--- src/design/assert_macros.svh ---
// assertion macros used by the converter rtl
`ifndef ASSERT_MACROS_SVH
`define ASSERT_MACROS_SVH

// same-cycle implication, checked on the rising clock edge outside reset
`define PFB_ASSERT_IMP(lbl, clk, rst_n, ante, cons, msg) \
  lbl: assert property (@(posedge clk) disable iff (!rst_n) (ante) |-> (cons)) \
    else $error(msg);

// next-cycle implication
`define PFB_ASSERT_NXT(lbl, clk, rst_n, ante, cons, msg) \
  lbl: assert property (@(posedge clk) disable iff (!rst_n) (ante) |=> (cons)) \
    else $error(msg);

`endif

--- src/design/pfb_pkg.sv ---
// shared types, constants and format helpers of the bgra converter
package pfb_pkg;

  localparam int unsigned MAX_DIMENSION = 4096;
  localparam int unsigned MAX_PIXELS    = 16777216;
  localparam int unsigned MAX_BYTES     = 67108864;

  localparam int unsigned CFG_IDX_W  = 2;
  localparam int unsigned CFG_DATA_W = 16;

  localparam int unsigned QUEUE_DEPTH = 4;
  localparam int unsigned QUEUE_AW    = $clog2(QUEUE_DEPTH);

  localparam logic [4:0] FMT_COPY_OPAQUE   = 5'd4;
  localparam logic [4:0] FMT_COPY_PREMUL   = 5'd5;
  localparam logic [4:0] FMT_COPY_STRAIGHT = 5'd6;
  localparam logic [4:0] FMT_SWAP_OPAQUE   = 5'd16;
  localparam logic [4:0] FMT_SWAP_PREMUL   = 5'd17;
  localparam logic [4:0] FMT_SWAP_STRAIGHT = 5'd18;
  localparam logic [4:0] FMT_SWAP_PACKED   = 5'd13;
  localparam logic [4:0] FMT_COPY_PACKED   = 5'd29;

  localparam logic [7:0] ALPHA_OPAQUE = 8'd255;

  typedef enum logic [CFG_IDX_W-1:0] {
    CFG_WIDTH  = 2'd0,
    CFG_HEIGHT = 2'd1,
    CFG_STRIDE = 2'd2,
    CFG_FORMAT = 2'd3
  } cfg_idx_e;

  typedef enum logic [1:0] {
    ST_OK       = 2'd0,
    ST_BAD_CFG  = 2'd1,
    ST_PAST_END = 2'd2
  } status_e;

  typedef struct packed {
    logic swap;
    logic force_alpha;
    logic premul;
  } fmt_class_t;

  typedef struct packed {
    status_e    status;
    fmt_class_t cls;
    logic [7:0] b0;
    logic [7:0] b1;
    logic [7:0] b2;
    logic [7:0] b3;
    logic       row_end;
    logic       image_end;
  } pfb_item_t;

  function automatic logic [2:0] fmt_bpp(input logic [4:0] fmt);
    logic [2:0] bpp;
    case (fmt) inside
      FMT_COPY_OPAQUE, FMT_COPY_PREMUL, FMT_COPY_STRAIGHT,
      FMT_SWAP_OPAQUE, FMT_SWAP_PREMUL, FMT_SWAP_STRAIGHT: bpp = 3'd4;
      FMT_SWAP_PACKED, FMT_COPY_PACKED:                    bpp = 3'd3;
      default:                                             bpp = 3'd0;
    endcase
    return bpp;
  endfunction

  function automatic fmt_class_t fmt_class(input logic [4:0] fmt);
    fmt_class_t c;
    c = '0;
    case (fmt) inside
      FMT_SWAP_PACKED, FMT_SWAP_OPAQUE, FMT_SWAP_PREMUL, FMT_SWAP_STRAIGHT: c.swap = 1'b1;
      default: c.swap = 1'b0;
    endcase
    case (fmt) inside
      FMT_COPY_OPAQUE, FMT_SWAP_OPAQUE, FMT_SWAP_PACKED, FMT_COPY_PACKED: c.force_alpha = 1'b1;
      default: c.force_alpha = 1'b0;
    endcase
    case (fmt) inside
      FMT_COPY_PREMUL, FMT_SWAP_PREMUL: c.premul = 1'b1;
      default: c.premul = 1'b0;
    endcase
    return c;
  endfunction

endpackage

--- src/design/pfb_front.sv ---
// front end: configuration registers, byte assembly and classification
module pfb_front (
  input  logic                            clk_i,
  input  logic                            rst_ni,
  input  logic                            cfg_we_i,
  input  logic [pfb_pkg::CFG_IDX_W-1:0]   cfg_index_i,
  input  logic [pfb_pkg::CFG_DATA_W-1:0]  cfg_data_i,
  input  logic                            accept_i,
  input  logic [7:0]                      data_byte_i,
  output logic                            push_o,
  output pfb_pkg::pfb_item_t              item_o
);
  import pfb_pkg::*;

  logic [12:0] width_q, width_d;
  logic [12:0] height_q, height_d;
  logic [15:0] stride_q, stride_d;
  logic [4:0]  fmt_q, fmt_d;
  logic        cfg_ok_q, cfg_ok_d;
  logic [15:0] row_bytes_q, row_bytes_d;
  logic [2:0]  bpp_q, bpp_d;

  logic [1:0]  phase_q, phase_d;
  logic [23:0] held_q, held_d;
  logic [15:0] rbc_q, rbc_d;
  logic [12:0] rc_q, rc_d;
  logic        done_q, done_d;

  logic [25:0] wh;
  logic [27:0] wh4;
  logic [28:0] sh;
  logic        in_row;
  logic        complete;
  logic [16:0] rbc_inc;
  logic [12:0] rc_inc;

  // configuration registers and derived validity
  always_comb begin
    width_d  = width_q;
    height_d = height_q;
    stride_d = stride_q;
    fmt_d    = fmt_q;
    if (cfg_we_i) begin
      unique case (cfg_idx_e'(cfg_index_i))
        CFG_WIDTH:  width_d  = cfg_data_i[12:0];
        CFG_HEIGHT: height_d = cfg_data_i[12:0];
        CFG_STRIDE: stride_d = cfg_data_i[15:0];
        CFG_FORMAT: fmt_d    = cfg_data_i[4:0];
        default:    width_d  = width_q;
      endcase
    end
    bpp_d       = fmt_bpp(fmt_d);
    row_bytes_d = 16'(width_d) * 16'(bpp_d);
    wh          = 26'(width_d) * 26'(height_d);
    wh4         = {wh, 2'b00};
    sh          = 29'(stride_d) * 29'(height_d);
    cfg_ok_d    = (width_d != '0) && (height_d != '0)
                  && (32'(width_d) <= MAX_DIMENSION) && (32'(height_d) <= MAX_DIMENSION)
                  && (32'(wh) <= MAX_PIXELS) && (bpp_d != '0)
                  && (stride_d >= row_bytes_d)
                  && (32'(sh) <= MAX_BYTES) && (32'(wh4) <= MAX_BYTES);
  end

  // stream position and pixel assembly
  always_comb begin
    phase_d  = phase_q;
    held_d   = held_q;
    rbc_d    = rbc_q;
    rc_d     = rc_q;
    done_d   = done_q;
    push_o   = 1'b0;
    item_o   = '0;
    in_row   = rbc_q < row_bytes_q;
    complete = in_row && ((3'({1'b0, phase_q}) + 3'd1) >= bpp_q);
    rbc_inc  = 17'(rbc_q) + 17'd1;
    rc_inc   = rc_q + 13'd1;
    if (cfg_we_i) begin
      phase_d = '0;
      held_d  = '0;
      rbc_d   = '0;
      rc_d    = '0;
      done_d  = 1'b0;
    end else if (accept_i) begin
      if (!cfg_ok_q) begin
        push_o        = 1'b1;
        item_o.status = ST_BAD_CFG;
      end else if (done_q) begin
        push_o        = 1'b1;
        item_o.status = ST_PAST_END;
      end else begin
        if (complete) begin
          push_o           = 1'b1;
          item_o.status    = ST_OK;
          item_o.cls       = fmt_class(fmt_q);
          item_o.b0        = held_q[7:0];
          item_o.b1        = held_q[15:8];
          item_o.b2        = (bpp_q == 3'd3) ? data_byte_i : held_q[23:16];
          item_o.b3        = (bpp_q == 3'd3) ? 8'd0 : data_byte_i;
          item_o.row_end   = rbc_inc == 17'(row_bytes_q);
          item_o.image_end = (rbc_inc == 17'(row_bytes_q))
                             && (14'(rc_q) + 14'd1 == 14'(height_q));
          phase_d          = '0;
          held_d           = '0;
        end else if (in_row) begin
          held_d  = held_q | (24'(data_byte_i) << {phase_q, 3'b000});
          phase_d = phase_q + 2'd1;
        end
        if (rbc_inc >= 17'(stride_q)) begin
          rbc_d = '0;
          rc_d  = rc_inc;
          if (rc_inc >= height_q) begin
            done_d = 1'b1;
          end
        end else begin
          rbc_d = rbc_inc[15:0];
        end
      end
    end
  end

  always_ff @(posedge clk_i or negedge rst_ni) begin
    if (!rst_ni) begin
      width_q     <= '0;
      height_q    <= '0;
      stride_q    <= '0;
      fmt_q       <= '0;
      cfg_ok_q    <= 1'b0;
      row_bytes_q <= '0;
      bpp_q       <= '0;
      phase_q     <= '0;
      held_q      <= '0;
      rbc_q       <= '0;
      rc_q        <= '0;
      done_q      <= 1'b0;
    end else begin
      width_q     <= width_d;
      height_q    <= height_d;
      stride_q    <= stride_d;
      fmt_q       <= fmt_d;
      cfg_ok_q    <= cfg_ok_d;
      row_bytes_q <= row_bytes_d;
      bpp_q       <= bpp_d;
      phase_q     <= phase_d;
      held_q      <= held_d;
      rbc_q       <= rbc_d;
      rc_q        <= rc_d;
      done_q      <= done_d;
    end
  end

endmodule

--- src/design/pfb_queue.sv ---
// short fifo between the front end and the back end
module pfb_queue (
  input  logic               clk_i,
  input  logic               rst_ni,
  input  logic               push_i,
  input  pfb_pkg::pfb_item_t push_item_i,
  output logic               full_o,
  input  logic               pop_i,
  output logic               valid_o,
  output pfb_pkg::pfb_item_t head_o
);
  import pfb_pkg::*;

  pfb_item_t             mem_q [QUEUE_DEPTH];
  logic [QUEUE_AW-1:0]   wr_ptr_q, wr_ptr_d;
  logic [QUEUE_AW-1:0]   rd_ptr_q, rd_ptr_d;
  logic [QUEUE_AW:0]     count_q, count_d;

  assign full_o  = count_q == (QUEUE_AW + 1)'(QUEUE_DEPTH);
  assign valid_o = count_q != '0;
  assign head_o  = mem_q[rd_ptr_q];

  always_comb begin
    wr_ptr_d = wr_ptr_q;
    rd_ptr_d = rd_ptr_q;
    count_d  = count_q;
    if (push_i) begin
      wr_ptr_d = (wr_ptr_q == QUEUE_AW'(QUEUE_DEPTH - 1)) ? '0 : wr_ptr_q + 1'b1;
    end
    if (pop_i) begin
      rd_ptr_d = (rd_ptr_q == QUEUE_AW'(QUEUE_DEPTH - 1)) ? '0 : rd_ptr_q + 1'b1;
    end
    if (push_i && !pop_i) begin
      count_d = count_q + 1'b1;
    end else if (pop_i && !push_i) begin
      count_d = count_q - 1'b1;
    end
  end

  always_ff @(posedge clk_i) begin
    if (push_i) begin
      mem_q[wr_ptr_q] <= push_item_i;
    end
  end

  always_ff @(posedge clk_i or negedge rst_ni) begin
    if (!rst_ni) begin
      wr_ptr_q <= '0;
      rd_ptr_q <= '0;
      count_q  <= '0;
    end else begin
      wr_ptr_q <= wr_ptr_d;
      rd_ptr_q <= rd_ptr_d;
      count_q  <= count_d;
    end
  end

endmodule

--- src/design/pfb_back.sv ---
// back end: byte order, alpha, premultiply and output register
module pfb_back (
  input  logic               clk_i,
  input  logic               rst_ni,
  input  logic               head_valid_i,
  input  pfb_pkg::pfb_item_t head_i,
  output logic               pop_o,
  output logic               out_valid_o,
  input  logic               out_stall_i,
  output logic [7:0]         out_blue_o,
  output logic [7:0]         out_green_o,
  output logic [7:0]         out_red_o,
  output logic [7:0]         out_alpha_o,
  output logic               row_end_o,
  output logic               image_end_o,
  output logic [1:0]         status_o
);
  import pfb_pkg::*;

  function automatic logic [7:0] div255(input logic [15:0] p);
    logic [16:0] x;
    logic [16:0] q;
    x = 17'(p) + 17'd127;
    q = (x + 17'd1 + (x >> 8)) >> 8;
    return q[7:0];
  endfunction

  logic        s1_valid_q;
  logic [15:0] s1_blue_q, s1_green_q, s1_red_q;
  logic [7:0]  s1_alpha_q;
  logic        s1_premul_q;
  logic        s1_row_end_q, s1_image_end_q;
  status_e     s1_status_q;

  logic        out_valid_q;
  logic [7:0]  out_blue_q, out_green_q, out_red_q, out_alpha_q;
  logic        out_row_end_q, out_image_end_q;
  status_e     out_status_q;

  logic        out_ready;
  logic        s1_ready;
  logic [7:0]  blue, green, red, alpha;

  assign out_ready = !out_valid_q || !out_stall_i;
  assign s1_ready  = !s1_valid_q || out_ready;
  assign pop_o     = head_valid_i && s1_ready;

  always_comb begin
    blue  = head_i.cls.swap ? head_i.b2 : head_i.b0;
    green = head_i.b1;
    red   = head_i.cls.swap ? head_i.b0 : head_i.b2;
    alpha = head_i.cls.force_alpha ? ALPHA_OPAQUE : head_i.b3;
  end

  // stage one: products
  always_ff @(posedge clk_i) begin
    if (pop_o) begin
      s1_blue_q      <= head_i.cls.premul ? 16'(blue) * 16'(alpha) : 16'(blue);
      s1_green_q     <= head_i.cls.premul ? 16'(green) * 16'(alpha) : 16'(green);
      s1_red_q       <= head_i.cls.premul ? 16'(red) * 16'(alpha) : 16'(red);
      s1_alpha_q     <= alpha;
      s1_premul_q    <= head_i.cls.premul;
      s1_row_end_q   <= head_i.row_end;
      s1_image_end_q <= head_i.image_end;
      s1_status_q    <= head_i.status;
    end
  end

  // stage two: rounding divide and output register
  always_ff @(posedge clk_i) begin
    if (s1_valid_q && out_ready) begin
      out_blue_q      <= s1_premul_q ? div255(s1_blue_q) : s1_blue_q[7:0];
      out_green_q     <= s1_premul_q ? div255(s1_green_q) : s1_green_q[7:0];
      out_red_q       <= s1_premul_q ? div255(s1_red_q) : s1_red_q[7:0];
      out_alpha_q     <= s1_alpha_q;
      out_row_end_q   <= s1_row_end_q;
      out_image_end_q <= s1_image_end_q;
      out_status_q    <= s1_status_q;
    end
  end

  always_ff @(posedge clk_i or negedge rst_ni) begin
    if (!rst_ni) begin
      s1_valid_q  <= 1'b0;
      out_valid_q <= 1'b0;
    end else begin
      if (s1_ready) begin
        s1_valid_q <= head_valid_i;
      end
      if (out_ready) begin
        out_valid_q <= s1_valid_q;
      end
    end
  end

  assign out_valid_o = out_valid_q;
  assign out_blue_o  = out_blue_q;
  assign out_green_o = out_green_q;
  assign out_red_o   = out_red_q;
  assign out_alpha_o = out_alpha_q;
  assign row_end_o   = out_row_end_q;
  assign image_end_o = out_image_end_q;
  assign status_o    = out_status_q;

endmodule

--- src/design/pixel_format_to_bgra_premultiplied_core.sv ---
// top level of the raw image to premultiplied bgra8 converter
//
//   channel   signals                                        direction
//   config    cfg_we_i, cfg_index_i, cfg_data_i              write only
//   input     in_valid_i, in_stall_o, data_byte_i            one byte per transaction
//   output    out_valid_o, out_stall_i, pixel fields, status zero or one per byte
//
// one source byte per cycle is taken while in_stall_o is low; the queue is written on the edge that takes the byte
// from there a pixel passes the queue, the product register and the output register to reach the output
// a 4-entry queue sits between byte assembly and the two-stage back end
// out_stall_i backs up the back end, then the queue, then in_stall_o rises
// reset clears all control state; no clearing pass is needed
`include "assert_macros.svh"

module pixel_format_to_bgra_premultiplied_core (
  input  logic                            clk_i,
  input  logic                            rst_ni,
  input  logic                            cfg_we_i,
  input  logic [pfb_pkg::CFG_IDX_W-1:0]   cfg_index_i,
  input  logic [pfb_pkg::CFG_DATA_W-1:0]  cfg_data_i,
  input  logic                            in_valid_i,
  output logic                            in_stall_o,
  input  logic [7:0]                      data_byte_i,
  output logic                            out_valid_o,
  input  logic                            out_stall_i,
  output logic [7:0]                      out_blue_o,
  output logic [7:0]                      out_green_o,
  output logic [7:0]                      out_red_o,
  output logic [7:0]                      out_alpha_o,
  output logic                            row_end_o,
  output logic                            image_end_o,
  output logic [1:0]                      status_o
);
  import pfb_pkg::*;

  logic      q_full;
  logic      q_push;
  logic      q_pop;
  logic      q_valid;
  pfb_item_t push_item;
  pfb_item_t head_item;
  logic      accept;

  assign in_stall_o = q_full;
  assign accept     = in_valid_i && !q_full;

  pfb_front u_front (
    .clk_i       (clk_i),
    .rst_ni      (rst_ni),
    .cfg_we_i    (cfg_we_i),
    .cfg_index_i (cfg_index_i),
    .cfg_data_i  (cfg_data_i),
    .accept_i    (accept),
    .data_byte_i (data_byte_i),
    .push_o      (q_push),
    .item_o      (push_item)
  );

  pfb_queue u_queue (
    .clk_i       (clk_i),
    .rst_ni      (rst_ni),
    .push_i      (q_push),
    .push_item_i (push_item),
    .full_o      (q_full),
    .pop_i       (q_pop),
    .valid_o     (q_valid),
    .head_o      (head_item)
  );

  pfb_back u_back (
    .clk_i        (clk_i),
    .rst_ni       (rst_ni),
    .head_valid_i (q_valid),
    .head_i       (head_item),
    .pop_o        (q_pop),
    .out_valid_o  (out_valid_o),
    .out_stall_i  (out_stall_i),
    .out_blue_o   (out_blue_o),
    .out_green_o  (out_green_o),
    .out_red_o    (out_red_o),
    .out_alpha_o  (out_alpha_o),
    .row_end_o    (row_end_o),
    .image_end_o  (image_end_o),
    .status_o     (status_o)
  );

  `PFB_ASSERT_IMP(a_err_fields_zero, clk_i, rst_ni,
    out_valid_o && (status_o != ST_OK),
    (out_blue_o == '0) && (out_green_o == '0) && (out_red_o == '0)
      && (out_alpha_o == '0) && !row_end_o && !image_end_o,
    "error transaction carries nonzero pixel fields")

  `PFB_ASSERT_IMP(a_image_end_row_end, clk_i, rst_ni,
    out_valid_o && image_end_o, row_end_o,
    "image end without row end")

  `PFB_ASSERT_NXT(a_pop_fills_stage, clk_i, rst_ni,
    q_pop && !q_push && q_full, !q_full,
    "queue still full after a pop without push")

endmodule

--- config.mk ---
export PLATFORM = sky130hd
export DESIGN_NAME = pixel_format_to_bgra_premultiplied_core
export DESIGN_NICKNAME = d
export VERILOG_FILES = /design/src/design/pfb_pkg.sv /design/src/design/pfb_front.sv /design/src/design/pfb_queue.sv /design/src/design/pfb_back.sv /design/src/design/pixel_format_to_bgra_premultiplied_core.sv
export VERILOG_INCLUDE_DIRS = /design/src /design/src/design
export SDC_FILE = /design/constraint.sdc
export NUM_CORES = 2
export LEC_CHECK = 0
export BUFFER_PORTS_ARGS = -buffer_cell sky130_fd_sc_hd__buf_2
export CORE_UTILIZATION = 41
export DETAILED_ROUTE_END_ITERATION = 10
export GPL_ROUTABILITY_DRIVEN = 0
export SLEW_MARGIN = 20
export SYNTH_ARGS = -nofsm -noshare
export SYNTH_HDL_FRONTEND = slang
export SYNTH_SLANG_ARGS = --single-unit
--- constraint.sdc ---
create_clock -name clk_i -period 8.52 [get_ports clk_i]
set_input_delay 0.852 -clock clk_i [delete_from_list [all_inputs] [get_ports clk_i]]
set_output_delay 0.852 -clock clk_i [all_outputs]
set_load 0.01 [all_outputs]
# Word level (Yosys, flattened, before mapping)
# Memories as Yosys holds them, arrays and structs flattened.
# Index checks and enable logic that the tools add are counted.
# W data, S select, Z words.
# totals
register_bits,229
memories,1
wordCells,209
ramBits,156
inputBits,31
# mem_list
name,words,width,read_ports,rd_ports_with_merged_regs,wr,line,text
u_queue.mem_q,4,39,1,0,1,pfb_queue.sv:14,pfb_item_t mem_q [QUEUE_DEPTH];
# classes
add_sub_neg,18
multipliers,6
magnitude_cmp,10
bitwise,1
shifts,1
n_eq_ne,25
reduce_logical,42
mux,70
# op_table
cell,n
$mux W24,6
$mux W13,9
$mux W16,7
$mux W37,3
$mux W8,11
$mux W39,2
$add A16 B7 Y17 const B,3
$add A16 B1 Y16 const B,3
$add A16 B9 Y16,3
$mul A8 B8 Y16,3
$eq A5 B5 Y1 const B,8
$le A29 B27 Y1 const B,1
$mul A16 B13 Y29,1
$le A28 B27 Y1 const B,1
$le A13 B13 Y1 const B,2
$le A26 B25 Y1 const B,1
$mul A13 B13 Y26,1
$reduce_bool A13 Y1,2
$eq A5 B3 Y1 const B,5
$or A24 B24 Y24,1
$shl A8 B5 Y24,1
$mux W2,11
$add A16 B1 Y17 const B,1
$eq A17 B16 Y1,1
34 further kinds,86

# Logic depth before layout (Yosys ltp)
# logic_depth
depth_word,12
ltp_mapped,31
mapped_depth_nobuf,29

# By module
# A second synthesis with hierarchy kept.
# unflattened
hier_cells,3832
hier_area_um2,38461.9
# by_module_without_submodules
module,seq_area_each_um2,area_per_inst_um2,n_inst,cells_per_inst
pfb_front,3052.9,20375.8,1,2327
pfb_back,2962.8,11981.5,1,1263
pfb_queue,4859.7,6090.8,1,241
pixel_format_to_bgra_premultiplied_core,0.0,13.8,1,1

# Worst setup path after synthesis
# No wires, ideal clock.
# synth_timing
path_kind,input -> register
from,in cfg_we_i
to,reg u_front.cfg_ok_q
n_path_buf,5
setup_ns,0.096
arrival_ns,7.380
stages,24
slack_ns,1.044
path_cell_list,buf_2 nand3b_1 clkbuf_1 clkbuf_1 mux2i_1 clkbuf_1 nor2_1 fa_1 fa_1 inv_1 fa_1 fa_1 fa_1 inv_1 ha_1 clkbuf_2 a2111o_1 o2111a_1 o221ai_2 mux2i_1 a2111o_1 nor4_1 a21oi_1 nor4_2
# synth_between
elab_chain_cells,10
word_cells_on_any_way,36
cone_classes,mul: 3; order compare: 6; eq/ne: 8; mux: 6; reduce/logical: 13
# synth_rtl
item,line,text
from (decl),pixel_format_to_bgra_premultiplied_core.sv:18,"input logic cfg_we_i,"
$mux W5 or $mux W13 (tied branches),pfb_front.sv:43,if (cfg_we_i) begin
"$eq A5 B5 Y1, or another cell as far along",pfb_front.sv:52,bpp_d = fmt_bpp(fmt_d);
$reduce_or A2 Y1 or $logic_and A1 B1 Y1 (tied branches),"pfb_pkg.sv:57, pfb_front.sv:57",
$mux W2 or $logic_and A1 B1 Y1 (tied branches),"pfb_pkg.sv:57, pfb_front.sv:58",
$mux W3 or $logic_and A1 B1 Y1 (tied branches),"pfb_pkg.sv:57, pfb_front.sv:58",
"$mul A13 B3 Y16, or another cell as far along",pfb_front.sv:53,row_bytes_d = 16'(width_d) * 16'(bpp_d);
$ge A16 B16 Y1 or $logic_and A1 B1 Y1 (tied branches),"pfb_front.sv:60, pfb_front.sv:59",
$logic_and A1 B1 Y1,pfb_front.sv:60,&& (stride_d >= row_bytes_d)
$logic_and A1 B1 Y1,pfb_front.sv:61,&& (32'(sh) <= MAX_BYTES) && (32'(wh4) <= MAX_BYTES);
$logic_and A1 B1 Y1 *,pfb_front.sv:61,
named net u_front.cfg_ok_d,pfb_front.sv:19,"logic cfg_ok_q, cfg_ok_d;"
to (signal assigned),pfb_front.sv:140,cfg_ok_q <= cfg_ok_d;
to (decl),pfb_front.sv:19,
# The timed path passes the listed nets; every way through them passes the cells marked *.
# A chain may end at the register's enable or synchronous reset.

# Worst setup path after layout
# layout_timing
from,in cfg_index_i[1] (netlist bit)
to,reg u_front.cfg_ok_q
# layout_between
elab_chain_cells,12
word_cells_on_any_way,44
cone_classes,mul: 3; order compare: 6; eq/ne: 11; mux: 10; reduce/logical: 14
# layout_rtl
item,line,text
from (decl),pixel_format_to_bgra_premultiplied_core.sv:19,"input logic [pfb_pkg::CFG_IDX_W-1:0] cfg_index_i,"
"$eq A2 B2 Y1, or another cell as far along",pfb_front.sv:44,unique case (cfg_idx_e'(cfg_index_i))
$mux W5 or $mux W13 (tied branches),pfb_front.sv:44,
$mux W5 or $mux W13 (tied branches),pfb_front.sv:43,
"$eq A5 B5 Y1, or another cell as far along",pfb_front.sv:52,
$reduce_or A2 Y1 or $logic_and A1 B1 Y1 (tied branches),"pfb_pkg.sv:57, pfb_front.sv:57",
$mux W2 or $logic_and A1 B1 Y1 (tied branches),"pfb_pkg.sv:57, pfb_front.sv:58",
$mux W3 or $logic_and A1 B1 Y1 (tied branches),"pfb_pkg.sv:57, pfb_front.sv:58",
"$mul A13 B3 Y16, or another cell as far along",pfb_front.sv:53,
$ge A16 B16 Y1 or $logic_and A1 B1 Y1 (tied branches),"pfb_front.sv:60, pfb_front.sv:59",
$logic_and A1 B1 Y1,pfb_front.sv:60,
$logic_and A1 B1 Y1,pfb_front.sv:61,
$logic_and A1 B1 Y1 *,pfb_front.sv:61,
named net u_front.cfg_ok_d,pfb_front.sv:19,
# Marked as above.

==> summary.txt <==
================================================================================
Proportion of layout cells with a drive suffix above 1                     8.70%
Post-Synth Adder-Cell Area                                                 32.7%
Required time at the worst-slack endpoint                                9.02 ns
MaxCap Viol Count                                                              0
Average detailed-routed wire length per instance                         18.2 um
Clock tree from TritonCTS                                                    yes
TritonRoute pass-1 iters                                                       5
FF+latch area                                                        0.0109 mm^2
Most common flop cell mapped by yosys                               sky130_fd_sc_hd__edfxtp_1
Relative slew slack                                                        26.2%
Core area                                                            0.0921 mm^2
Total of fill cells in the finished design                                  8809
Nets in the synthesized netlist                                             4715
Antenna Nets Post-Route                                                        0
Synth cell types                                                              84
Drt first-iter violations                                                   1790
Async S/R FF share, synth                                                  34.1%
Main combinational cell family by area after synthesis               adder cells
Number of max-slew violations in the final report                              0
Synth Cell Area                                                      0.0383 mm^2
Cts-stage hold buffer count                                                    0
Root buffer cell                                                    sky130_fd_sc_hd__clkbuf_16
Outcome                                                             finished, final reports clean
Pin count of the biggest net entering global routing                          68
Die Span Y                                                                308 um
Top cells by area, synth                                            sky130_fd_sc_hd__fa_1, sky130_fd_sc_hd__edfxtp_1, sky130_fd_sc_hd__ha_1
Post-Route Setup TNS                                                        0 ns
Global route overflow                                                          0
Post-place setup slack                                                  0.705 ns
Initial cell density of the core                                           41.6%
Share of synthesized area occupied by flip-flops and latches               28.4%
Area fraction in and, or, nand and nor cells after synthesis               14.5%
Half-perimeter wire length after detailed placement                     74400 um
Layout-stage area growth over the synthesis result                         9.21%
Highest-delay cell along the critical path                          sky130_fd_sc_hd__nor3b_4
Buffers plus inverters on the worst setup path                                 3
Maximum clock insertion buffer count                                           3
Number of enable-type register cells in the synthesized netlist              253
Worst-case setup margin in the final layout                              1.27 ns
Share of the synthesized area in compound gates (AO/OA/AOI/OAI)            7.99%
Dominant cell type by area after synthesis                          sky130_fd_sc_hd__fa_1
Crit-path max cell delay                                                 0.59 ns
Number of clock sinks                                                        384
Post-CTS setup-driven buffer insertion count                                   0
Mean number of vias per cell                                                5.28
Ordered list of cells on the worst path                             buf_2 > nor3b_4 > mux2i_1 > inv_1 > nand2_1 > fa_1 > fa_1 > fa_1 > fa_1 > fa_1 > inv_1 > ha_1 > a21oi_1 > nand2_1 > o22a_1 > a31oi_1 > o211ai_1 > nand3_1 > and4bb_1 > nand3_1 > nor4_2
Hold slack final                                                        0.297 ns
FP Rows                                                                      111
Via count of the first global-routing pass                                 28808
Die outline area                                                     0.0946 mm^2
Post-synthesis xor/xnor area fraction                                      3.61%
Class of the tightest hold or removal check                         input pin to asynchronous set/reset pin
Total area of multi-input combinational cells                        0.0246 mm^2
Die boundary width                                                        308 um
Synth Instances                                                             3920
H-tree depth                                                                   2
Top Family by Delay on Critical Path                                 adder cells
Global-route wire length before repair                                 156000 um
Type of element launching the critical path                            input pin
Kind of end point of the critical path                                  register
Total Nets Final                                                            4772
Total routing usage reported by global routing                             20.8%
Fraction of post-synthesis cell area in the top cell type by area          20.7%
Reg clk slew, reported paths                                             0.06 ns
Port Buffer Count                                                             68
Yosys synthesis warning count                                                  0
Yosys reg bits                                                               384
Final clock skew                                                       0.0235 ns
Hold violation count in the final report                                       0
DR vias                                                                    27782
Setup repair after global routing missed its margin                        false
Cell repeated most along the worst path                             sky130_fd_sc_hd__fa_1
Worst EP arrival                                                         7.75 ns
Number of antenna violations at the first check in global routing              2
Share of synthesized area spent on multiplexers                            5.23%
Max Clk Rate                                                             138 MHz
Max Fanout on Critical Path                                                   11
Clock insertion delay at the later pin of the skew report                0.60 ns
Wire length reported by the detailed router                             95600 um
Final-report setup violation count                                             0
# IOs                                                                         69
Share of the cycle needed by the critical path after routing               85.1%
WS Path Type                                                        input pin to register
Mean instance size in the synthesized netlist                          9.77 um^2
Residual DRC count                                                             0
Transition time at the pin with the least slew margin                    1.11 ns
Number of gates resized after CTS                                              0
Period minus WS final                                                    7.25 ns
Number of buffers added by the clock tree synthesis step                      44
================================================================================
==> registers in the layout, summed over array words and instances (netlist names), 16 cells and up <==
register,count
u_queue.mem_q,156
u_front.held_q,24
u_back.s1_blue_q,16
u_back.s1_green_q,16
u_back.s1_red_q,16
u_front.rbc_q,16
u_front.row_bytes_q,16
u_front.stride_q,16
==> synth_stat cells, drive strengths merged (67+ instances only) <==
master and instances:
a21oi 126, clkbuf 112, dfrtp 131, edfxtp 253, fa 396, ha 368, inv 629, mux2i 67
nand2 411, nor2 455, o21ai 84, xnor2 96
==> metrics by stage <==
| stage | instance area (um^2) | utilization, % | instances |
|---|---|---|---|
| 2_1_floorplan | 38300 | - | 3920 |
| 3_3_place_gp | 40300 | 43.8 | 5174 |
| 3_5_place_dp | 40300 | 43.8 | 5174 |
| 4_1_cts | 41800 | 45.4 | 5256 |
| 5_1_grt | 41800 | 45.4 | 5257 |
| 6_report | 41800 | 45.4 | 5257 |
==> final timing paths <==
check | cells after the start | to | from | slack [ns]
worst max-delay path | 21 | u_front.cfg_ok_q | cfg_index_i[1] | 1.27
worst min-delay path | 1 | u_front.cfg_ok_q | rst_ni | 0.30
worst max register to register | 19 | u_front.cfg_ok_q | u_front.height_q[1] | 1.51
worst min register to register | 0 | u_back.out_alpha_o[2] | u_back.s1_alpha_q[2] | 0.42
max in group asynchronous | 2 | u_front.held_q[18] | rst_ni | 6.83
min in group clk_i | 0 | u_back.out_alpha_o[2] | u_back.s1_alpha_q[2] | 0.42
==> layout make-up <==
type                       count  share of cell area (%)
clock buffer                  46                    2.67
tap                         1243                    3.72
multi-input combinational   2773                    58.9
inverter                     634                    5.69
sequential                   384                    26.0
timing repair buffer         140                    2.12
antenna                        1                 0.00598
clock inverter                36                   0.882
==> worst reg2reg max path, delay by kind of cell (launching register included) <==
family,cells,cell delay (ns)
adders and majority gates,6,2.75
and+or+nand+nor,7,1.37
AOI/OAI and AO/OA,3,1.09
muxes,1,0.77
buffers and inverters,2,0.47
DFF,1,0.46
==> layout by cell type (no fill, tap or decap), types with 49 or more instances in the layout <==
master and instances:
sky130_fd_sc_hd__edfxtp_1 253, sky130_fd_sc_hd__xor2_1 62, sky130_fd_sc_hd__nand2_1 411, sky130_fd_sc_hd__nor3_1 58
sky130_fd_sc_hd__inv_1 628, sky130_fd_sc_hd__buf_4 72, sky130_fd_sc_hd__mux2i_1 61, sky130_fd_sc_hd__a21oi_1 126
sky130_fd_sc_hd__ha_1 368, sky130_fd_sc_hd__and2_1 49, sky130_fd_sc_hd__o21ai_0 79, sky130_fd_sc_hd__dfrtp_1 129
sky130_fd_sc_hd__xnor2_1 96, sky130_fd_sc_hd__nor2_1 455, sky130_fd_sc_hd__buf_2 67, sky130_fd_sc_hd__fa_1 396
==> metal layers <==
layer / track usage, % / wire length, um / vias up
met2: 35.7 / 46400 / 721
met1: 27.3 / 41900 / 13779
met3: 2.68 / 4540 / 179
met5: 0 / 13 / -
met4: 5.85 / 2750 / 2
li1: - / - / 13101
==> cells by family (layout without fill, tap and decap cells) <==
logic type | after synthesis | after routing
flops | 384 | 384
xor+xnor | 158 | 158
simple gates | 1235 | 1235
mux | 150 | 150
other cells | 0 | 1
fa+ha+maj | 764 | 764
buf+inv | 763 | 856
compound gates | 466 | 466
Power is not shown: default switching activity piles up to over one toggle a cycle in this logic, so the estimate is an artifact.
